==> src/drbb_pkg.sv <==
// Shared types and constants for the depth region box builder.
package drbb_pkg;

    localparam int unsigned COEF_COUNT = 12;

    typedef enum logic [1:0] {
        OP_LOAD_COEF = 2'd0,
        OP_PIXEL     = 2'd1,
        OP_END       = 2'd2,
        OP_UNUSED    = 2'd3
    } opcode_t;

    // Configuration register indexes.
    localparam logic [2:0] REG_FOCAL_RECIP_X   = 3'd0;
    localparam logic [2:0] REG_FOCAL_RECIP_Y   = 3'd1;
    localparam logic [2:0] REG_PRINCIPAL_COL   = 3'd2;
    localparam logic [2:0] REG_PRINCIPAL_ROW   = 3'd3;
    localparam logic [2:0] REG_POINT_THRESHOLD = 3'd4;

    // Datapath steps driven by the controller.
    typedef enum logic [3:0] {
        DP_IDLE   = 4'd0,
        DP_CAM_A  = 4'd1,   // du*d, dv*d
        DP_CAM_B  = 4'd2,   // times reciprocal, low and high parts
        DP_CAM_C  = 4'd3,   // combine parts and round
        DP_ROW    = 4'd4,   // one coefficient product of the transform
        DP_ROUND  = 4'd5,   // round, saturate one axis
        DP_FOLD   = 4'd6,   // fold point into box
        DP_EMIT   = 4'd7,   // build the result
        DP_LOAD   = 4'd8    // write a coefficient
    } dp_op_t;

    typedef struct packed {
        dp_op_t     op;
        logic [1:0] axis;   // transform row
        logic [1:0] term;   // column within the row
    } dp_cmd_t;

    typedef struct packed {
        logic zero_depth;
    } dp_status_t;

endpackage

==> src/drbb_ctrl.sv <==
// Controller state machine sequencing the box builder datapath.
module drbb_ctrl (
    input  logic                 clk,
    input  logic                 rst_n,
    input  logic                 in_valid,
    output logic                 in_ready,
    input  logic [1:0]           in_opcode,
    output logic                 out_valid,
    input  logic                 out_ready,
    output drbb_pkg::dp_cmd_t    cmd,
    input  drbb_pkg::dp_status_t status
);
    typedef enum logic [2:0] {
        S_IDLE, S_CAM_A, S_CAM_B, S_CAM_C, S_ROW, S_ROUND, S_FOLD, S_OUT
    } state_t;

    state_t     state_reg, state_next;
    logic [1:0] axis_reg, axis_next;
    logic [1:0] term_reg, term_next;
    logic       out_valid_reg, out_valid_next;
    logic       accept;

    // Only an end-of-region request has to wait for the result register to free up.
    assign in_ready  = (state_reg == S_IDLE)
                       && (!out_valid_reg || out_ready || (in_opcode != drbb_pkg::OP_END));
    assign accept    = in_valid && in_ready;
    assign out_valid = out_valid_reg;

    // Next state and command decode.
    always_comb
    begin
        state_next     = state_reg;
        axis_next      = axis_reg;
        term_next      = term_reg;
        out_valid_next = out_valid_reg;
        cmd.op         = drbb_pkg::DP_IDLE;
        cmd.axis       = axis_reg;
        cmd.term       = term_reg;
        if (out_valid_reg && out_ready)
            out_valid_next = 1'b0;
        case (state_reg)
            S_IDLE:
            begin
                if (accept)
                begin
                    case (drbb_pkg::opcode_t'(in_opcode))
                        drbb_pkg::OP_LOAD_COEF: cmd.op = drbb_pkg::DP_LOAD;
                        drbb_pkg::OP_PIXEL:
                        begin
                            if (!status.zero_depth)
                            begin
                                cmd.op     = drbb_pkg::DP_CAM_A;
                                state_next = S_CAM_B;
                            end
                        end
                        drbb_pkg::OP_END:
                        begin
                            cmd.op         = drbb_pkg::DP_EMIT;
                            out_valid_next = 1'b1;
                        end
                        default: ;
                    endcase
                end
            end
            S_CAM_B:
            begin
                cmd.op     = drbb_pkg::DP_CAM_B;
                state_next = S_CAM_C;
            end
            S_CAM_C:
            begin
                cmd.op     = drbb_pkg::DP_CAM_C;
                axis_next  = 2'd0;
                term_next  = 2'd0;
                state_next = S_ROW;
            end
            S_ROW:
            begin
                cmd.op = drbb_pkg::DP_ROW;
                if (term_reg == 2'd3)
                    state_next = S_ROUND;
                term_next = term_reg + 2'd1;
            end
            S_ROUND:
            begin
                cmd.op    = drbb_pkg::DP_ROUND;
                term_next = 2'd0;
                if (axis_reg == 2'd2)
                    state_next = S_FOLD;
                else
                begin
                    axis_next  = axis_reg + 2'd1;
                    state_next = S_ROW;
                end
            end
            S_FOLD:
            begin
                cmd.op     = drbb_pkg::DP_FOLD;
                state_next = S_IDLE;
            end
            default: state_next = S_IDLE;
        endcase
    end

    // State and registered outputs.
    always_ff @(posedge clk or negedge rst_n)
    begin
        if (!rst_n)
        begin
            state_reg     <= S_IDLE;
            axis_reg      <= 2'd0;
            term_reg      <= 2'd0;
            out_valid_reg <= 1'b0;
        end
        else
        begin
            state_reg     <= state_next;
            axis_reg      <= axis_next;
            term_reg      <= term_next;
            out_valid_reg <= out_valid_next;
        end
    end
endmodule

==> config.mk <==
export PLATFORM = sky130hd
export DESIGN_NAME = drbb_ctrl
export DESIGN_NICKNAME = d
export VERILOG_FILES = /design/src/drbb_pkg.sv /design/src/drbb_ctrl.sv
export SDC_FILE = /design/constraint.sdc
export NUM_CORES = 1
export LEC_CHECK = 0
export BUFFER_PORTS_ARGS = -buffer_cell sky130_fd_sc_hd__buf_2
export CAP_MARGIN = 40
export CORE_AREA = 4 4 44 46
export DETAILED_ROUTE_END_ITERATION = 10
export DIE_AREA = 0 0 48 50
export GPL_ROUTABILITY_DRIVEN = 0
export PLACE_DENSITY_LB_ADDON = 0.15
export RECOVER_POWER = 50
export SETUP_SLACK_MARGIN = 0.4
export SYNTH_ARGS = -nofsm -noshare
export SYNTH_HDL_FRONTEND = slang
export SYNTH_SLANG_ARGS = --single-unit
==> constraint.sdc <==
create_clock -name clk -period 3.1 [get_ports clk]
set_input_delay 0.93 -clock clk [delete_from_list [all_inputs] [get_ports clk]]
set_output_delay 0.93 -clock clk [all_outputs]
set_load 0.02 [all_outputs]
==> out/results.ini <==
[timing]
hold_slack_ps = 541
rsz0062_at_grt = yes
tightest_slew_ps = 502
hold_viol_final = 0
max_slew_margin = 0.665
setup_tns_ps = 0
skew_ps = 5.91
fin_crit_sh = 0.870
fmax_mhz = 371
finalMaxSlewViolations = 0
period_minus_slack_ps = 2700
finalSetupViolCount = 0

[cts]
cts-root-buf = clkbuf_4
cts_tree = done
clockBufferDepth = 2
cts_made_buffers = 3
cts.sinks = 8
path_clk_slew_ps = 50
clock_latency_ps = 250
postCtsHoldBufs = 0
cts_max_level = 1

[cells_and_area]
drive_above_1_share = 0.312
area_delta_synth_final_pct = 23.3
fillers = 154
largest_register_ffs = 3
antenna_cells = 0
layout_commonest_cell = buf_2
layout_common_cells = buf_2, nand2_1, dfrtp_1
fin_nets = 88

[routing]
dr.first_iter.drc_count = 8
vias = 501
ant_nets = 0
first_pass_iters = 2
wl_um = 1170
post_drt_wl_per_cell_um = 12.6
vias_per_cell = 5.39
drcViolationCount = 0

[logic_synthesis]
yosysWarnings = 0
synthDistinctLibCells = 26
synthCells = 60
post_synth.cell_area_avg_um2 = 9.05
synth_top_area_share = 0.369
yosysTopAreaCell = dfrtp_1
syn_nets = 69
synth_area_um2 = 543
ys_seq_area_frac = 0.369
synth_area_leaders = dfrtp_1, and2b_1, nand2_1
yosys_register_bits = 8

[critical_path]
worst_setup_path_end_kind = output pin
crit_path_max_incr_delay_ps = 250
path_delay_family = simple AND/OR/NAND/NOR gates
crit-reg2reg-launch = state_reg[2]
critPathRequiredTime_ps = 2170
startpoint_type = input port
path_cells = buf_2 -> and2b_2 -> nand3_4 -> o311ai_2 -> buf_4
endpoint = cmd[5]
worst-path-stages = 5
r2r_slack_ps = 1840
path_class = input port to output pin
crit_buf_inv = 2
cp_slowest_cell = and2b_2
arrival_ps = 1770
reg2reg_depth = 3
reg2reg_to = axis_reg[1]
crit_path_max_fanout = 3
startpoint = in_opcode[0]

[floorplanning]
die_y_um = 50
num_rows = 14
core-area_um2 = 1510
initial_core_util = 0.360
die_w_um = 48
io_pins = 17
dieArea_um2 = 2400

[power_and_ir_drop]
pwr-share-seq = 0.355
p_leak_nw = 0.315
power_density_nw_per_um2 = 941
pwr-share-clk = 0.130
p_comb_frac = 0.515
p_int_mw = 0.336
switching_power_mw = 0.294
netSwitchingFraction = 0.467
ir_worst_vdd_mv = 0.337

[global_routing]
grt_antenna_before_repair = 0
grt_pass1_wl_um = 1950
overflow = 0
grt_pass1_vias = 454
groute.usage.overall = 0.113
grt_max_degree = 18

[hold_path]
hold_path.class = register to register

[placed_design]
dp_hpwl_um = 811
port_buffers = 16

[run_status]
outcome = finished, final reports clean

[run]
drv_cap = 0

through the flow:
step | instances | utilization | power (mW) | area [µm²] | worst slack, ps
final | 93 | 0.444 | 0.630 | 669 | 403
after global placement | 89 | 0.413 | 0.538 | 622 | 340
after CTS | 93 | 0.439 | 0.634 | 661 | 409
after detailed placement | 89 | 0.413 | 0.542 | 622 | 309
after global routing | 93 | 0.444 | 0.699 | 669 | 354
after floorplan | 60 | - | 0.470 | 548 | 481
area by class of cell:
type | count | area, µm² | area share
flip-flops and latches | 8 | 200 | 0.299
inverters | 1 | 3.75 | 0.00561
repair buffers | 17 | 91.3 | 0.136
multi-input cells | 48 | 332 | 0.495
well taps | 16 | 20.0 | 0.0299
clock buffers | 3 | 22.5 | 0.0336
power groups by stage:
| stage | sequential, mW | clock [mW] | combinational (mW) |
|---|---|---|---|
| 3_5_place_dp | 0.227 | 0 | 0.315 |
| 6_report | 0.224 | 0.0820 | 0.324 |
| 5_1_grt | 0.239 | 0.0918 | 0.368 |
| 3_3_place_gp | 0.225 | 0 | 0.313 |
| 4_1_cts | 0.224 | 0.0853 | 0.325 |
| 2_1_floorplan | 0.210 | 0 | 0.259 |
worst register-to-register path: cells and delay by family (launching register included):
kind | cells | cell delay, ps
flops | 1 | 660
simple gates | 1 | 240
compound gates | 2 | 230
worst min path at each step:
stage / start / depth (start not counted) / to / slack [ps]
6_report: axis_reg[1] / 1 / axis_reg[1] / 540
5_1_grt: axis_reg[1] / 1 / axis_reg[1] / 580
4_1_cts: rst_n / 1 / term_reg[1] / 520
3_5_place_dp: axis_reg[1] / 1 / axis_reg[1] / 530
3_3_place_gp: axis_reg[1] / 1 / axis_reg[1] / 520
2_1_floorplan: state_reg[1] / 2 / state_reg[0] / 620
cells in the mapped netlist:
master and number:
a21oi_1 2, a22oi_1 1, a2bb2oi_1 1, a31oi_1 3, and2b_1 4, and4bb_2 1, buf_4 2, buf_6 1
dfrtp_1 8, ha_1 2, inv_1 1, mux2i_1 2, nand2_1 8, nand2b_1 3, nand3_1 2, nand4b_1 1
nor2_1 6, nor3_1 2, nor3b_1 1, o21ai_0 1, o21ai_1 1, o21bai_1 1, o2bb2ai_1 2, o311ai_2 1
o31ai_1 2, or3_1 1
per-layer routing:
| layer | vias to the layer above | track usage | share of wire |
|---|---|---|---|
| li1 | 256 | - | - |
| met1 | 233 | 0.162 | 0.48 |
| met2 | 10 | 0.148 | 0.44 |
| met3 | 2 | 0.0364 | 0.071 |
| met4 | 0 | 0.0538 | 0.010 |
| met5 | - | 0 | 0 |
repair_timing:
item | 4_1_cts | 5_1_grt
pin swaps | 1 | 0
gates resized for setup | 3 | 2
hold endpoints to repair | 0 | 0
buffers inserted | 1 | 0
gates cloned | 0 | 0
endpoints found under the setup margin | 2 | 2
kinds of logic after synthesis:
family,synth area share
simple gates,0.288
flops,0.369
buf+inv,0.0553
fa+ha+maj,0.0461
compound gates,0.205
mux,0.0369
Power figures use the tool's default switching activity.
